<file path="config.mk">
export PLATFORM = sky130hd
export DESIGN_NAME = http_chunked_body_decoder_core
export DESIGN_NICKNAME = d
export VERILOG_FILES = /design/src/chbd_pkg.sv /design/src/chbd_in_reg.sv /design/src/chbd_engine.sv /design/src/http_chunked_body_decoder_core.sv
export SDC_FILE = /design/constraint.sdc
export NUM_CORES = 1
export LEC_CHECK = 0
export BUFFER_PORTS_ARGS = -buffer_cell sky130_fd_sc_hd__buf_2
export CAP_MARGIN = 15
export CORE_ASPECT_RATIO = 2
export CORE_MARGIN = 3
export CORE_UTILIZATION = 25
export DETAILED_ROUTE_END_ITERATION = 16
export PLACE_DENSITY = 0.4
export SYNTH_ARGS = -nofsm -noshare
export SYNTH_HDL_FRONTEND = slang
export SYNTH_SLANG_ARGS = --single-unit
</file>
<file path="constraint.sdc">
create_clock -name aclk -period 5.9 [get_ports aclk]
set_input_delay 0.295 -clock aclk [delete_from_list [all_inputs] [get_ports aclk]]
set_output_delay 0.295 -clock aclk [all_outputs]
set_load 0.005 [all_outputs]
</file>
<file path="src/chbd_pkg.sv">
// Shared types, constants and a helper function for the chunked body decoder.
package chbd_pkg;

    localparam int SizeBits = 32;
    localparam int ByteBits = 8;
    localparam int KindBits = 2;
    localparam int SkipBits = 2;

    localparam logic [ByteBits-1:0] ChCr    = 8'h0D;
    localparam logic [ByteBits-1:0] ChLf    = 8'h0A;
    localparam logic [ByteBits-1:0] ChSpace = 8'h20;
    localparam logic [ByteBits-1:0] ChTab   = 8'h09;

    localparam logic [SkipBits-1:0] TrailerLen = 2'd2;

    typedef enum logic [2:0] {
        PH_LINE = 3'd0,
        PH_DATA = 3'd1,
        PH_SKIP = 3'd2,
        PH_DONE = 3'd3,
        PH_ERR  = 3'd4
    } phase_t;

    typedef enum logic [KindBits-1:0] {
        KIND_PAYLOAD = 2'd0,
        KIND_DONE    = 2'd1,
        KIND_BADLINE = 2'd2,
        KIND_TRUNC   = 2'd3
    } kind_t;

    typedef struct packed {
        logic [ByteBits-1:0] body_byte;
        logic                body_end;
    } item_t;

    typedef struct packed {
        logic       is_hex;
        logic [3:0] value;
    } hex_t;

    function automatic hex_t hex_decode(input logic [ByteBits-1:0] c);
        hex_t h;
        h.is_hex = 1'b0;
        h.value  = 4'd0;
        if (c >= 8'h30 && c <= 8'h39) begin
            h.is_hex = 1'b1;
            h.value  = 4'(c - 8'h30);
        end else if (c >= 8'h61 && c <= 8'h66) begin
            h.is_hex = 1'b1;
            h.value  = 4'(c - 8'h57);
        end else if (c >= 8'h41 && c <= 8'h46) begin
            h.is_hex = 1'b1;
            h.value  = 4'(c - 8'h37);
        end
        return h;
    endfunction

endpackage

</file>
<file path="src/chbd_in_reg.sv">
// Input register that holds one body word until the decoder engine takes it.
module chbd_in_reg (
    input  logic           aclk,
    input  logic           aresetn,
    input  logic           s_tvalid,
    output logic           s_tready,
    input  chbd_pkg::item_t s_item,
    input  logic           take,
    output logic           item_valid,
    output chbd_pkg::item_t item
);
    import chbd_pkg::*;

    logic  in_valid_reg, in_valid_next;
    item_t in_item_reg, in_item_next;

    assign s_tready   = !in_valid_reg || take;
    assign item_valid = in_valid_reg;
    assign item       = in_item_reg;

    always_comb begin
        in_valid_next = in_valid_reg;
        in_item_next  = in_item_reg;
        if (s_tvalid && s_tready) begin
            in_valid_next = 1'b1;
            in_item_next  = s_item;
        end else if (take) begin
            in_valid_next = 1'b0;
        end
    end

    always_ff @(posedge aclk) begin
        if (!aresetn) begin
            in_valid_reg <= 1'b0;
        end else begin
            in_valid_reg <= in_valid_next;
        end
        in_item_reg <= in_item_next;
    end

endmodule

</file>
<file path="src/chbd_engine.sv">
// Decoder state, per-byte update logic and the result register.
module chbd_engine (
    input  logic                          aclk,
    input  logic                          aresetn,
    input  logic                          item_valid,
    input  chbd_pkg::item_t               item,
    output logic                          take,
    output logic                          m_tvalid,
    input  logic                          m_tready,
    output logic [chbd_pkg::ByteBits-1:0] m_byte,
    output logic [chbd_pkg::KindBits-1:0] m_kind
);
    import chbd_pkg::*;

    phase_t              phase_reg, phase_next;
    logic [SizeBits-1:0] chunk_reg, chunk_next;
    logic [SizeBits-1:0] acc_reg, acc_next;
    logic                digit_reg, digit_next;
    logic                ended_reg, ended_next;
    logic                cr_reg, cr_next;
    logic [SkipBits-1:0] skip_reg, skip_next;

    logic                out_valid_reg, out_valid_next;
    logic [ByteBits-1:0] out_byte_reg, out_byte_next;
    kind_t               out_kind_reg, out_kind_next;

    logic                have;
    kind_t               kind;
    logic [ByteBits-1:0] data;
    logic                was_open;
    logic                ended_cr;
    logic                line_err;
    logic [SkipBits-1:0] skip_dec;
    hex_t                hex;

    assign take     = item_valid && (!out_valid_reg || m_tready);
    assign m_tvalid = out_valid_reg;
    assign m_byte   = out_byte_reg;
    assign m_kind   = out_kind_reg;
    assign hex      = hex_decode(item.body_byte);
    assign was_open = (phase_reg != PH_DONE) && (phase_reg != PH_ERR);
    assign skip_dec = skip_reg - 1'b1;

    always_comb begin
        phase_next = phase_reg;
        chunk_next = chunk_reg;
        acc_next   = acc_reg;
        digit_next = digit_reg;
        ended_next = ended_reg;
        cr_next    = cr_reg;
        skip_next  = skip_reg;
        have       = 1'b0;
        kind       = KIND_PAYLOAD;
        data       = '0;
        ended_cr   = ended_reg || cr_reg;
        line_err   = 1'b0;

        unique case (phase_reg)
            PH_LINE: begin
                if (item.body_byte == ChLf && cr_reg) begin
                    if (!digit_reg) begin
                        phase_next = PH_ERR;
                        have       = 1'b1;
                        kind       = KIND_BADLINE;
                    end else if (acc_reg == '0) begin
                        phase_next = PH_DONE;
                        have       = 1'b1;
                        kind       = KIND_DONE;
                    end else begin
                        chunk_next = acc_reg;
                        phase_next = PH_DATA;
                    end
                    acc_next   = '0;
                    digit_next = 1'b0;
                    ended_next = 1'b0;
                    cr_next    = 1'b0;
                end else begin
                    ended_next = ended_cr;
                    cr_next    = 1'b0;
                    if (item.body_byte == ChCr) begin
                        cr_next = 1'b1;
                    end else if (!ended_cr) begin
                        if (hex.is_hex) begin
                            if (acc_reg[SizeBits-1 -: 4] != 4'd0) begin
                                line_err = 1'b1;
                            end else begin
                                acc_next   = {acc_reg[SizeBits-5:0], hex.value};
                                digit_next = 1'b1;
                            end
                        end else if ((item.body_byte == ChSpace || item.body_byte == ChTab)
                                     && !digit_reg) begin
                            ended_next = 1'b0;
                        end else begin
                            ended_next = 1'b1;
                        end
                    end
                    if (line_err) begin
                        phase_next = PH_ERR;
                        have       = 1'b1;
                        kind       = KIND_BADLINE;
                        acc_next   = '0;
                        digit_next = 1'b0;
                        ended_next = 1'b0;
                        cr_next    = 1'b0;
                    end
                end
            end
            PH_DATA: begin
                have       = 1'b1;
                kind       = KIND_PAYLOAD;
                data       = item.body_byte;
                chunk_next = chunk_reg - 1'b1;
                if (chunk_reg == SizeBits'(1)) begin
                    phase_next = PH_SKIP;
                    skip_next  = TrailerLen;
                end
            end
            PH_SKIP: begin
                skip_next = skip_dec;
                if (skip_dec == '0) begin
                    phase_next = PH_LINE;
                    acc_next   = '0;
                    digit_next = 1'b0;
                    ended_next = 1'b0;
                    cr_next    = 1'b0;
                end
            end
            PH_DONE, PH_ERR: begin
                phase_next = phase_reg;
            end
            default: begin
                phase_next = PH_ERR;
            end
        endcase

        if (item.body_end) begin
            if (was_open && !(have && (kind == KIND_DONE || kind == KIND_BADLINE))) begin
                have = 1'b1;
                kind = KIND_TRUNC;
                data = '0;
            end
            phase_next = PH_LINE;
            chunk_next = '0;
            skip_next  = '0;
            acc_next   = '0;
            digit_next = 1'b0;
            ended_next = 1'b0;
            cr_next    = 1'b0;
        end
    end

    always_comb begin
        out_valid_next = out_valid_reg;
        out_byte_next  = out_byte_reg;
        out_kind_next  = out_kind_reg;
        if (take) begin
            out_valid_next = have;
            out_byte_next  = data;
            out_kind_next  = kind;
        end else if (m_tready) begin
            out_valid_next = 1'b0;
        end
    end

    always_ff @(posedge aclk) begin
        if (!aresetn) begin
            phase_reg     <= PH_LINE;
            chunk_reg     <= '0;
            acc_reg       <= '0;
            digit_reg     <= 1'b0;
            ended_reg     <= 1'b0;
            cr_reg        <= 1'b0;
            skip_reg      <= '0;
            out_valid_reg <= 1'b0;
        end else begin
            if (take) begin
                phase_reg <= phase_next;
                chunk_reg <= chunk_next;
                acc_reg   <= acc_next;
                digit_reg <= digit_next;
                ended_reg <= ended_next;
                cr_reg    <= cr_next;
                skip_reg  <= skip_next;
            end
            out_valid_reg <= out_valid_next;
        end
        out_byte_reg <= out_byte_next;
        out_kind_reg <= out_kind_next;
    end

endmodule

</file>
<file path="src/http_chunked_body_decoder_core.sv">
// Top level of the HTTP/1.1 chunked transfer body decoder.
//
//   Channel  Direction  Word contents
//   s_       in         tdata[7:0] body_byte, tlast body_end
//   m_       out        tdata[7:0] payload_byte, tuser[1:0] result_kind
//
// One body word is taken per clock cycle unless m_ stalls; the decoder update is a single
// pass through the engine, so the sustained rate is one word per cycle.
// A result reaches m_ from its accepted word through the input register, then the result
// register. Words that produce no result leave no output word.
// aresetn is synchronous and returns the decoder to the start of a size line.
// A stall on m_ holds the result register and backs up into the input register.
module http_chunked_body_decoder_core (
    input  logic       aclk,
    input  logic       aresetn,
    input  logic       s_tvalid,
    output logic       s_tready,
    input  logic [7:0] s_tdata,   // [7:0] body_byte
    input  logic       s_tlast,
    output logic       m_tvalid,
    input  logic       m_tready,
    output logic [7:0] m_tdata,   // [7:0] payload_byte
    output logic [1:0] m_tuser    // [1:0] result_kind
);
    import chbd_pkg::*;

    item_t s_item;
    item_t item;
    logic  item_valid;
    logic  take;

    assign s_item.body_byte = s_tdata;
    assign s_item.body_end  = s_tlast;

    chbd_in_reg u_in_reg (
        .aclk       (aclk),
        .aresetn    (aresetn),
        .s_tvalid   (s_tvalid),
        .s_tready   (s_tready),
        .s_item     (s_item),
        .take       (take),
        .item_valid (item_valid),
        .item       (item)
    );

    chbd_engine u_engine (
        .aclk       (aclk),
        .aresetn    (aresetn),
        .item_valid (item_valid),
        .item       (item),
        .take       (take),
        .m_tvalid   (m_tvalid),
        .m_tready   (m_tready),
        .m_byte     (m_tdata),
        .m_kind     (m_tuser)
    );

endmodule

</file>
Word level (Yosys, flattened, before mapping)
Index checks and enable logic that the tools add are counted.

Bits in registers: 93. Bits of input ports: 13. Output and inout bits: 12. Logic and storage cells: 159.

Add/subtract/negate cells: 5. Magnitude comparators: 6. Eq/ne operators: 24. Muxes and demuxes: 77. Reduce and logical (&&, ||, !) cells: 34.

Operators with widths (number): $mux 32 (12); $pmux 32 s2 (2); $mux 1 (36); $eq 32x1->1 const B (1); $logic_not 32->1 (1); $sub 32x1->32 const B (1); $eq 8x4->1 const B (3); $mux 8 (3); $mux 2 (9); $mux 3 (6); $ge 8x7->1 const B (2); $le 8x7->1 const B (2); $mux 5 (3); $ne 3x2->1 const B (5); $pmux 3 s4 (1); $logic_and 1x1->1 (10); $ne 5x4->1 const B (2); $reduce_and 5->1 (2); $reduce_bool 3->1 (3); $eq 8x6->1 const B (1); $ge 8x6->1 const B (1); $le 8x6->1 const B (1); $pmux 1 s2 (4); $sub 4x3->4 const B (2); other kinds (22) (33).

Logic depth before layout (Yosys ltp)
Gate-level depths: netlist (run 1).

Word-level depth: 21. Gate-level depth with buffers: 9. Depth with buffers taken out: 8.

By module
From an unflattened synthesis (run 1), not the netlist that was laid out.

Cell total of the unflattened synthesis: 513. Area total of the unflattened synthesis: 4695.8 sq um.

By module, submodules not included: chbd_engine (times used 1, cells an instance 499, area an instance 4367.9 sq um, seq. area each 1761.7 sq um); chbd_in_reg (times used 1, cells an instance 14, area an instance 327.8 sq um, seq. area each 290.3 sq um).

Worst setup path before layout (run 1)
No wires, ideal clock.

Path kind: register -> register. From: reg u_in_reg.in_item_reg (netlist bit u_in_reg.item[1]). To: reg u_engine.out_kind_reg[0], in the netlist u_engine.m_kind[0], data pin. Library setup time: 256 ps. Data arrival time: 2253 ps. Data required time: 5644 ps. Slack: 3391 ps. Stages on the path, launching flop included: 9. Buffers on the path: 0. Period minus slack after synthesis: 2509 ps. Cell sequence: edfxtp_1 > inv_1 > ha_1 > o21bai_1 > a2111oi_2 > o21ai_2 > o21ai_2 > o211ai_1 > a31o_2.

Word-level cells in the longest chain between the ends: 20. Elaborated cells on any way between the ends: 34. Those cells by class: order compare (6); eq/ne (4); mux (16); reduce/logical (8).

RTL lines: start, declared (RTL line chbd_in_reg.sv:15) `item_t in_item_reg, in_item_next;`; start signal, assigned (RTL line chbd_in_reg.sv:38) `in_item_reg <= in_item_next;`; $ge 8x7->1 / $le 8x7->1 (equally long branches) (RTL line chbd_pkg.sv:51) `end else if (c >= 8'h41 && c <= 8'h46) begin`; $logic_and 1x1->1 (RTL line chbd_pkg.sv:51); $mux 5 (RTL line chbd_pkg.sv:51); $mux 5 (RTL line chbd_pkg.sv:48) `end else if (c >= 8'h61 && c <= 8'h66) begin`; $mux 5 (RTL line chbd_pkg.sv:45) `if (c >= 8'h30 && c <= 8'h39) begin`; $mux 1 (RTL line chbd_engine.sv:83) `if (hex.is_hex) begin`; $mux 1 (RTL line chbd_engine.sv:82) `end else if (!ended_cr) begin`; $mux 1 (RTL line chbd_engine.sv:80) `if (item.body_byte == ChCr) begin`; (+5 left out); $eq 2x1->1 / $eq 2x2->1 (equally long branches) (RTL line chbd_engine.sv:137) `if (was_open && !(have && (kind == KIND_DONE || kind == KIND_BADLINE))) begin`; $logic_or 1x1->1 (RTL line chbd_engine.sv:137); $logic_and 1x1->1 (RTL line chbd_engine.sv:137); $logic_not 1->1 (RTL line chbd_engine.sv:137); $logic_and 1x1->1 (RTL line chbd_engine.sv:137); $mux 2 (RTL line chbd_engine.sv:137); $mux 2 * (RTL line chbd_engine.sv:136) `if (item.body_end) begin`; via u_engine.kind[0] (RTL line chbd_engine.sv:28) `kind_t kind;`; end signal, assigned (RTL line chbd_engine.sv:188) `out_kind_reg <= out_kind_next;`; end, declared (RTL line chbd_engine.sv:25) `kind_t out_kind_reg, out_kind_next;`.

Mark *: on every way through the listed nets, which the timed path passes. The rest lies on a longest branch. The select of a mux whose other input is x is not followed. A chain may end at the register's enable or synchronous reset.

Worst setup path in the final report (run 1)
From: reg u_in_reg.in_item_reg (netlist bit u_in_reg.item[3]). To: reg u_engine.chunk_reg[10].

Word-level cells in the longest chain between the ends: 4.

RTL lines: $eq 8x4->1 (RTL line chbd_engine.sv:60) `if (item.body_byte == ChLf && cr_reg) begin`; $logic_and 1x1->1 (RTL line chbd_engine.sv:60); $ne 3x2->1 (no line); $reduce_and 5->1 (no line); end signal, assigned (RTL line chbd_engine.sv:178) `chunk_reg <= chunk_next;`; end, declared (RTL line chbd_engine.sv:16) `logic [SizeBits-1:0] chunk_reg, chunk_next;`.

No other way between the ends.

==> metrics.md, run 1 <==
| Metric | Value |
|---|---|
| Status | `finished, final reports clean` |
| Area Overhead vs Synth | `13.1%` |
| Core Util, Final | `between 20 and 30%` |
| Root Driver | `clkbuf_16` |
| Sequential share of the synthesized area | `a little over two fifths` |
| Routability cong. | `0.851` |
| Reg power frac | `roughly half` |
| Antenna Violating Nets Remaining | `0` |
| CP max stage delay | `between 700 and 800 ps` |
| Logic pwr share | `6.5%` |
| Wirelength per Cell | `approximately 21 um` |
| Period utilization | `about 54%` |
| Arrival time worst endpoint | `between 3000 and 4000 ps` |
| P_sw | `between 300 and 400 uW` |
| Grt ovf | `0` |
| Syn Nets | `530` |
| CP Capture Point | `u_engine.chunk_reg[10]` |
| Critical Path RT | `roughly 6200 ps` |
| Critical Path Start | `u_in_reg.item[3]` |
| Met2 WL | `9040 um` |
| Worst setup SP type | `flop` |
| Top sig layer | `met4` |
| Nets@finish | `roughly 540` |
| Most frequent cells in the layout | `dfxtp_1 (74), nand2_1 (58), a22o_1 (45)` |
| Vias in the first global route | `slightly above 4000` |
| Sw frac | `~25%` |
| CTS tree | `done` |
| Crit path kind | `reg -> reg` |
| Smallest hold slack | `113 ps` |
| Upper clock frequency limit | `approximately 310 MHz` |
| Iter 0 DRT Violations | `around 240` |
| Tightest Pin Transition | `approximately 1000 ps` |
| Hold Buf Count CTS | `0` |
| Number of H-tree levels | `3` |
| Clock network fraction of total power | `approximately 43%` |
| Metal-1 WL | `between 5000 and 6000 um` |
| Initial antenna violation count | `0` |
| Via count | `between 4000 and 5000` |
| RSZ-0062 raised after global routing | `no` |
| Die Span Y | `approximately 200 um` |
| Min-Delay Path Class | `in -> reg` |
| CTS Buf Count | `9` |
| Clk_skew | `between 9 and 10 ps` |
| Row count | `70` |
| Min Tclk post-route | `between 3000 and 4000 ps` |
| Fin area | `between 5000 and 6000 um2` |
| Crit-path slowest cell | `a21boi_2` |
| Drt pass-1 iters | `5` |
| Die X | `about 100 um` |
| Power Density | `251 nW/um2` |
| Critical path, cell by cell | `nor4_1 -> and4_1 -> o311ai_1 -> a21boi_2 -> inv_1 -> o2bb2ai_1` |
| Core footprint | `about 18000 um2` |
| Clock Pin Slew Worst Setup and Hold Paths | `approximately 70 ps` |
| Reg2reg path depth | `6` |
| Syn Inst Count | `510` |
| Final slew viol count | `0` |
| Die area | `roughly 20000 um2` |
| Post-synth EDFFs | `19` |
| Worst-path fanout max | `19` |
| Clk sink count | `93` |
| Hpwl dp | `~12000 um` |
| Fin. Hold Viols | `0` |
| Worst-Skew Late Latency | `350 ps` |
| LEAKAGE | `around 2 nW` |
| Final WL | `~16000 um` |
| Maxcap violations | `0` |
| First-pass GRT wire length | `24500 um` |
| CTS Buffer Depth | `2` |
| Syn. warnings | `0` |
| #FFs+latches synth | `93` |
| Mapped Area | `4680 um2` |
| Rel. slew slack | `31.5%` |
| Drt via density | `approximately 5.5` |
| Met3 WL | `between 300 and 400 um` |
| Setup violations, final | `0` |
| Gr usage total | `between 10% and 20%` |
| Top_reg_cell synth | `dfxtp_1` |
| Fraction of layout cells with a size suffix above 1 | `approximately 14%` |
| Setup total negative slack | `0 ps` |
| FF-to-FF setup slack | `between 2000 and 3000 ps` |
| Post-CTS setup buffer count | `0` |
| Peak VDD IR | `~0.14 mV` |
| Reg2reg end | `u_engine.chunk_reg[10]` |
| Initial core utilization | `between 20% and 30%` |
| P_int | `roughly 1 mW` |
| FF-to-FF Start | `u_in_reg.item[3]` |
| Mean area per synthesized cell | `a little over 9 um2` |
| I/O pin cnt | `25` |
| # DRC | `0` |
| Commonest non-fill, non-tap cell in the layout | `dfxtp_1` |
| Port-buffer cells | `24` |
| Post-synthesis async set-or-reset flop share | `0%` |
| Yosys cell types | `70` |
| Post-CTS resize count | `0` |
| DP Area | `~5000 um2` |
| Largest net degree at the start of global routing | `54` |
| Crit end category | `flop` |
| Ant diodes | `0` |
[area by class of cell]
type	count	area (um2)
Clock buffer	12	258
Clock inverter	4	31.3
Fill cell	1892	13000
Inverter	15	56.3
Multi-Input combinational cell	371	2460
Sequential cell	93	2050
Tap cell	216	270
Timing Repair Buffer	31	170
[through the flow]
stage	cells	setup WS, ps	total power, mW
2_1_floorplan	510	3390	0.740
6_report	742	2720	1.33
3_5_place_dp	726	2730	0.770
4_1_cts	742	2710	1.35
3_3_place_gp	725	2740	0.769
5_1_grt	742	2450	1.38
[layer usage]
layer | vias up | GRT usage (%)
met5 | - | 0
met4 | 0 | 12.2
met3 | 39 | 1.75
met2 | 96 | 30.7
met1 | 2004 | 15.6
li1 | 1971 | -
[how the worst min path moves through the flow]
stage,startpoint,slack [ps],endpoint,cells past startpoint
6_report,s_tdata[7],110,u_in_reg.item[8],1
5_1_grt,s_tdata[1],110,u_in_reg.item[2],1
4_1_cts,s_tdata[3],100,u_in_reg.item[4],1
3_5_place_dp,u_engine.chunk_reg[30],440,u_engine.chunk_reg[30],1
3_3_place_gp,u_engine.chunk_reg[30],450,u_engine.chunk_reg[30],1
2_1_floorplan,s_tlast,390,u_in_reg.item[0],0
[logic make-up (layout without fill, tap and decap cells)]
logic type                 count (synthesis)  count (layout)  share of synthesized area (%)
muxes                                      6               6                           1.31
DFF                                       93              93                           43.8
and+or+nand+nor                          187             187                           20.6
adders and majority gates                  7               7                           1.87
AOI/OAI and AO/OA                        168             168                           28.0
xor gates and xnor gates                   3               3                          0.561
buffers and inverters                     46              62                           3.87
[synthesized netlist by cell type (5+ instances only)]
cell,n,area (um2)
o2bb2ai_1,5,43.8
clkbuf_1,22,82.6
o211ai_1,5,37.5
a22o_1,45,394
nor4_1,18,113
ha_1,7,87.6
inv_1,15,56.3
and2_1,12,75.1
o31ai_1,11,82.6
nor3_1,19,95.1
or3_1,5,31.3
o22ai_1,10,62.6
edfxtp_1,19,571
nand2_1,58,218
nor2_1,35,131
dfxtp_1,74,1480
o21ai_0,27,135
a21oi_1,16,80.1
buf_2,7,35.0
mux2i_1,5,50.1
nand3_1,7,35.0
[worst max-delay path, delay by kind of cell, from the launching register on]
kind            cells  cell delay, ps
compound gates      3            1220
simple gates        2            1010
buf+inv             1             370
flops               1             500
[power by group through the flow]
| stage | combinational (mW) | sequential (mW) | clock [mW] |
|---|---|---|---|
| 2_1_floorplan | 0.0628 | 0.677 | 0 |
| 3_3_place_gp | 0.0856 | 0.684 | 0 |
| 3_5_place_dp | 0.0859 | 0.684 | 0 |
| 4_1_cts | 0.0864 | 0.669 | 0.595 |
| 5_1_grt | 0.0962 | 0.671 | 0.613 |
| 6_report | 0.0858 | 0.670 | 0.574 |
Power figures use the tool's default switching activity.
==> inputs of run 2 (changes only) <==
PLACE_DENSITY = 0.42   (was 0.4)
clock period = 2.6 ns   (was 5.9 ns; I/O delays follow)
==> metrics.md, run 2 (synthesis gave the netlist of run 1 again) <==
| Metric | Value |
|---|---|
| Clock Pin Slew Worst Setup and Hold Paths | `70 ps` |
| Status | `finished, final reports clean` |
| Critical path, cell by cell | `or4b_1 -> a311oi_2 -> o21ai_2 -> o21ai_4 -> o211ai_1 -> a31o_2` |
| Final WS setup | `roughly 130 ps` |
| Post-CTS setup buffer count | `0` |
| Final non-filler cell total | `between 700 and 800` |
| Smallest hold slack | `~120 ps` |
| Crit path kind | `reg -> reg` |
| Arrival time worst endpoint | `roughly 2600 ps` |
| Fraction of layout cells with a size suffix above 1 | `about a fifth` |
| Initial core utilization | `25.6%` |
| Hold Crit Depth | `4` |
| Fin. Hold Viols | `0` |
| Reg2reg path depth | `6` |
| Clk sink count | `93` |
| Reg2reg end | `u_engine.m_kind[0]` |
| Worst setup SP type | `flop` |
| CP max stage delay | `590 ps` |
| Largest net degree at the start of global routing | `53` |
| FF-to-FF setup slack | `130 ps` |
| Area Overhead vs Synth | `22.5%` |
| Crit-path slowest cell | `or4b_1` |
| I/O pin cnt | `25` |
| Iter 0 DRT Violations | `~310` |
| Min Tclk post-route | `about 2500 ps` |
| Port-buffer cells | `24` |
| Clk_skew | `slightly above 10 ps` |
| Min-Delay Path Class | `in -> reg` |
| Final slew viol count | `0` |
| Worst-path fanout max | `5` |
| Hold EP | `u_in_reg.item_valid` |
| Ant diodes | `0` |
| LEAKAGE | `approximately 2.2 nW` |
| Power Density | `around 550 nW/um2` |
| Row count | `70` |
| RSZ-0062 raised after global routing | `no` |
| Die X | `between 100 and 150 um` |
| Final WL | `roughly 16000 um` |
| CTS Buffer Depth | `2` |
| Worst-Skew Late Latency | `360 ps` |
| FILL cells | `around 1900` |
| Grt ovf | `0` |
| Initial antenna violation count | `0` |
| Core Util, Final | `a little under a third` |
| Wirelength per Cell | `roughly 21 um` |
| Routability cong. | `0.859` |
| Maxcap violations | `0` |
| Peak VDD IR | `approximately 0.34 mV` |
| Vias in the first global route | `approximately 4500` |
| Rel. slew slack | `approximately three fifths` |
| Gr usage total | `~17%` |
| HP Start | `m_tready` |
| Place WS | `~73 ps` |
| Antenna Violating Nets Remaining | `0` |
| CTS tree | `done` |
| CTS Buf Count | `9` |
| Die area | `between 20000 and 25000 um2` |
| Root Driver | `clkbuf_16` |
| Tightest Pin Transition | `slightly below 600 ps` |
| Critical Path RT | `between 2000 and 3000 ps` |
| FF-to-FF Start | `u_in_reg.item[8]` |
| Hpwl dp | `roughly 12000 um` |
| Crit end category | `flop` |
| Upper clock frequency limit | `405 MHz` |
| Die Span Y | `around 200 um` |
| Placed cells | `~760` |
| Core footprint | `~18000 um2` |
| Drt via density | `around 5.5` |
| Number of H-tree levels | `3` |
| Setup violations, final | `0` |
| Via count | `~4300` |
| Nets@finish | `about 580` |
| Commonest non-fill, non-tap cell in the layout | `dfxtp_1` |
| Period utilization | `a little over nine tenths` |
| Drt pass-1 iters | `5` |
| # DRC | `0` |
| Most frequent cells in the layout | `dfxtp_1 (74), nand2_1 (58), a22o_1 (45)` |
| First-pass GRT wire length | `25000 um` |
| Setup total negative slack | `0 ps` |
[run 2: worst max-delay path, delay by kind of cell, from the launching register on]
family / cells / cell delay, ps
and+or+nand+nor: 1 / 590
DFF: 1 / 480
AOI/OAI and AO/OA: 5 / 1160
[run 2: area by class of cell]
type                    instances  area (um2)  area share, %
clock buffers                   9         225           3.93
flip-flops and latches         93        2050           35.8
clock inverters                 7        85.1           1.48
repair buffers                 74         571           9.95
inverters                      15        56.3          0.982
well taps                     216         270           4.71
multi-input cells             371        2480           43.2
[run 2: where the power goes]
group	internal, mW	leakage (nW)	switching, mW	total [mW]
Sequential	1.49	0.782	0.0173	1.51
Clock	0.771	0.155	0.643	1.41
Combinational	0.0994	1.28	0.150	0.250
[run 2: timing repair]
item | in CTS | in global routing
setup endpoints to repair | 0 | 4
endpoints found under the hold margin | 10 | 0
gates resized for setup | 0 | 2
hold buffers | 10 | 0
[run 2: worst max-delay path by stage]
| stage | from | end | slack, ps | depth (start not counted) |
|---|---|---|---|---|
| detailed placement | u_in_reg.item[1] | u_engine.m_kind[0] | 70 | 8 |
| finish | u_in_reg.item[8] | u_engine.m_kind[0] | 130 | 6 |
| CTS | u_in_reg.item[1] | u_engine.m_kind[0] | 50 | 8 |
| global route | u_in_reg.item[1] | u_engine.m_kind[0] | 20 | 8 |
| floorplan | u_in_reg.item[1] | u_engine.m_kind[0] | 90 | 8 |
| global placement | u_engine.chunk_reg[2] | u_engine.chunk_reg[26] | 140 | 6 |
[run 2: layer usage]
layer / vias up / track usage, % / part of all wire [%]
met5: - / 0 / 0
met4: 0 / 13.8 / 8.4
met3: 51 / 1.99 / 2.7
met2: 116 / 31.2 / 55
met1: 2076 / 15.0 / 33
li1: 2056 / - / -
[run 2: metrics by stage]
step           area (um2)  total power, mW
5_1_grt              5740             3.28
3_5_place_dp         5310             1.78
3_3_place_gp         5310             1.78
2_1_floorplan        4680             1.68
6_report             5740             3.17
4_1_cts              5720             3.21
==> inputs of run 3 (changes only) <==
BUFFER_PORTS_ARGS = -buffer_cell sky130_fd_sc_hd__buf_4   (was -buffer_cell sky130_fd_sc_hd__buf_2)
==> metrics.md, run 3 (synthesis gave the netlist of run 1 again) <==
| Metric | Value |
|---|---|
| Status | `finished, final reports clean` |
| Area Overhead vs Synth | `23.0%` |
| Gr usage total | `between 15 and 20%` |
| Upper clock frequency limit | `between 400 and 500 MHz` |
| Port-buffer cells | `24` |
| Reg power frac | `between 50% and 60%` |
| Worst-path fanout max | `5` |
| Number of H-tree levels | `3` |
| Ant diodes | `0` |
| Initial core utilization | `25.6%` |
| Wirelength per Cell | `20.8 um` |
| Grt ovf | `0` |
| Rel. slew slack | `around 60%` |
| Commonest non-fill, non-tap cell in the layout | `dfxtp_1` |
| Hpwl dp | `about 13000 um` |
| Routability cong. | `~0.84` |
| Clock Pin Slew Worst Setup and Hold Paths | `~70 ps` |
| Tightest Pin Transition | `around 600 ps` |
| Fraction of layout cells with a size suffix above 1 | `approximately a fifth` |
| Critical Path RT | `approximately 2900 ps` |
| Final slew viol count | `0` |
| Total power | `3.01 mW` |
| Hold EP | `u_in_reg.item_valid` |
| Worst setup SP type | `flop` |
| DP Area | `around 5400 um2` |
| RSZ-0062 raised after global routing | `yes` |
| Crit path kind | `reg -> reg` |
| Worst-Skew Late Latency | `340 ps` |
| P_sw | `754 uW` |
| FF-to-FF setup slack | `130 ps` |
| Die Span Y | `roughly 200 um` |
| I/O pin cnt | `25` |
| Min Tclk post-route | `approximately 2500 ps` |
| Drt via density | `5.43` |
| Nets@finish | `roughly 580` |
| Vias in the first global route | `between 4000 and 5000` |
| Via count | `4260` |
| CTS tree | `done` |
| Fin. Hold Viols | `0` |
| Crit end category | `flop` |
| Die area | `between 20000 and 25000 um2` |
| CTS Buf Count | `9` |
| Peak VDD IR | `0.367 mV` |
| Reg2reg end | `u_engine.phase_reg[1]` |
| Largest net degree at the start of global routing | `53` |
| Core footprint | `between 15000 and 20000 um2` |
| Maxcap violations | `0` |
| Arrival time worst endpoint | `about 2700 ps` |
| Sw frac | `roughly a quarter` |
| Min-Delay Path Class | `in -> reg` |
| CTS Buffer Depth | `2` |
| Clock network fraction of total power | `41.2%` |
| Initial antenna violation count | `0` |
| Most frequent cells in the layout | `dfxtp_1 (74), buf_4 (61), nand2_1 (58)` |
| Hold Crit Depth | `3` |
| # DRC | `0` |
| Logic pwr share | `approximately 8.5%` |
| First-pass GRT wire length | `25200 um` |
| HP Start | `s_tvalid` |
| LEAKAGE | `2.21 nW` |
| Final WL | `16300 um` |
| Smallest hold slack | `between 15 and 20 ps` |
| Reg2reg path depth | `6` |
| Antenna Violating Nets Remaining | `0` |
| Fin area | `around 5800 um2` |
| P_int | `between 2 and 2.5 mW` |
| Clk_skew | `8.66 ps` |
| Die X | `103 um` |
| Setup violations, final | `0` |
| Clk sink count | `93` |
| Period utilization | `approximately 95%` |
| Iter 0 DRT Violations | `between 200 and 300` |
| Post-CTS setup buffer count | `0` |
| Drt pass-1 iters | `6` |
| FF-to-FF Start | `u_in_reg.item[8]` |
| Power Density | `between 500 and 600 nW/um2` |
| Row count | `70` |
| Core Util, Final | `31.5%` |
| Root Driver | `clkbuf_16` |
[run 3: cell count changes in the layout (fill, tap and decap cells not counted), sizes merged]
cell         before  now
dlygate4sd3      10    9
bufinv            1    0
clkbuf            9   10
inv              21   16
buf              64   65
clkinvlp          0    3
clkinv            0    2
[run 3: cell type report]
| class | instances | area, um2 |
|---|---|---|
| Clock buffer | 10 | 229 |
| Clock inverter | 6 | 48.8 |
| Fill cell | 1892 | 12500 |
| Inverter | 15 | 56.3 |
| Multi-Input combinational cell | 371 | 2480 |
| Sequential cell | 93 | 2050 |
| Tap cell | 216 | 270 |
| Timing Repair Buffer | 74 | 628 |
[run 3: routing by layer]
| metal | vias up | global-route usage, % | wire length (um) |
|---|---|---|---|
| li1 | 2059 | - | - |
| met1 | 2073 | 15.4 | 5540 |
| met2 | 88 | 31.6 | 9320 |
| met3 | 40 | 1.64 | 313 |
| met4 | 0 | 12.5 | 1170 |
| met5 | - | 0 | 0 |
[run 3: worst max path at each step]
stage | start | endpoint | slack [ps] | cells after the start
2_1_floorplan | u_in_reg.item[1] | u_engine.m_kind[0] | 90 | 8
3_3_place_gp | u_engine.chunk_reg[19] | u_engine.phase_reg[1] | 190 | 6
3_5_place_dp | u_in_reg.item[1] | u_engine.m_kind[0] | 100 | 8
4_1_cts | u_in_reg.item[1] | u_engine.m_kind[0] | 90 | 8
5_1_grt | u_engine.chunk_reg[19] | u_engine.phase_reg[0] | -3 | 6
6_report | u_in_reg.item[8] | u_engine.phase_reg[1] | 130 | 6
[run 3: worst max-delay path, stage by stage, from the launching register on]
cell      delay [ps]
edfxtp_1         470
or4b_1           560
a311oi_2         280
o21ai_2          190
o211ai_1         340
nor3b_4          320
mux2i_1          230
[run 3: metrics by stage]
| stage | setup WS [ps] | cells | setup TNS (ps) |
|---|---|---|---|
| after CTS | 90.1 | 785 | 0 |
| after detailed placement | 97.2 | 760 | 0 |
| after global routing | -2.98 | 785 | -2.98 |
| final | 128 | 785 | 0 |
| after global placement | 189 | 760 | 0 |
| after floorplan | 91.3 | 510 | 0 |
[run 3: timing repair]
item                       4_1_cts  5_1_grt
resized for setup                0        2
setup endpoints to repair        0        7
hold endpoints to repair         9        0
hold buffers                     9        0
[run 3: power groups by stage]
stage | sequential [mW] | combinational (mW) | clock, mW
6_report | 1.51 | 0.257 | 1.24
3_5_place_dp | 1.54 | 0.246 | 0
2_1_floorplan | 1.54 | 0.142 | 0
5_1_grt | 1.51 | 0.281 | 1.33
4_1_cts | 1.51 | 0.257 | 1.28
3_3_place_gp | 1.54 | 0.244 | 0
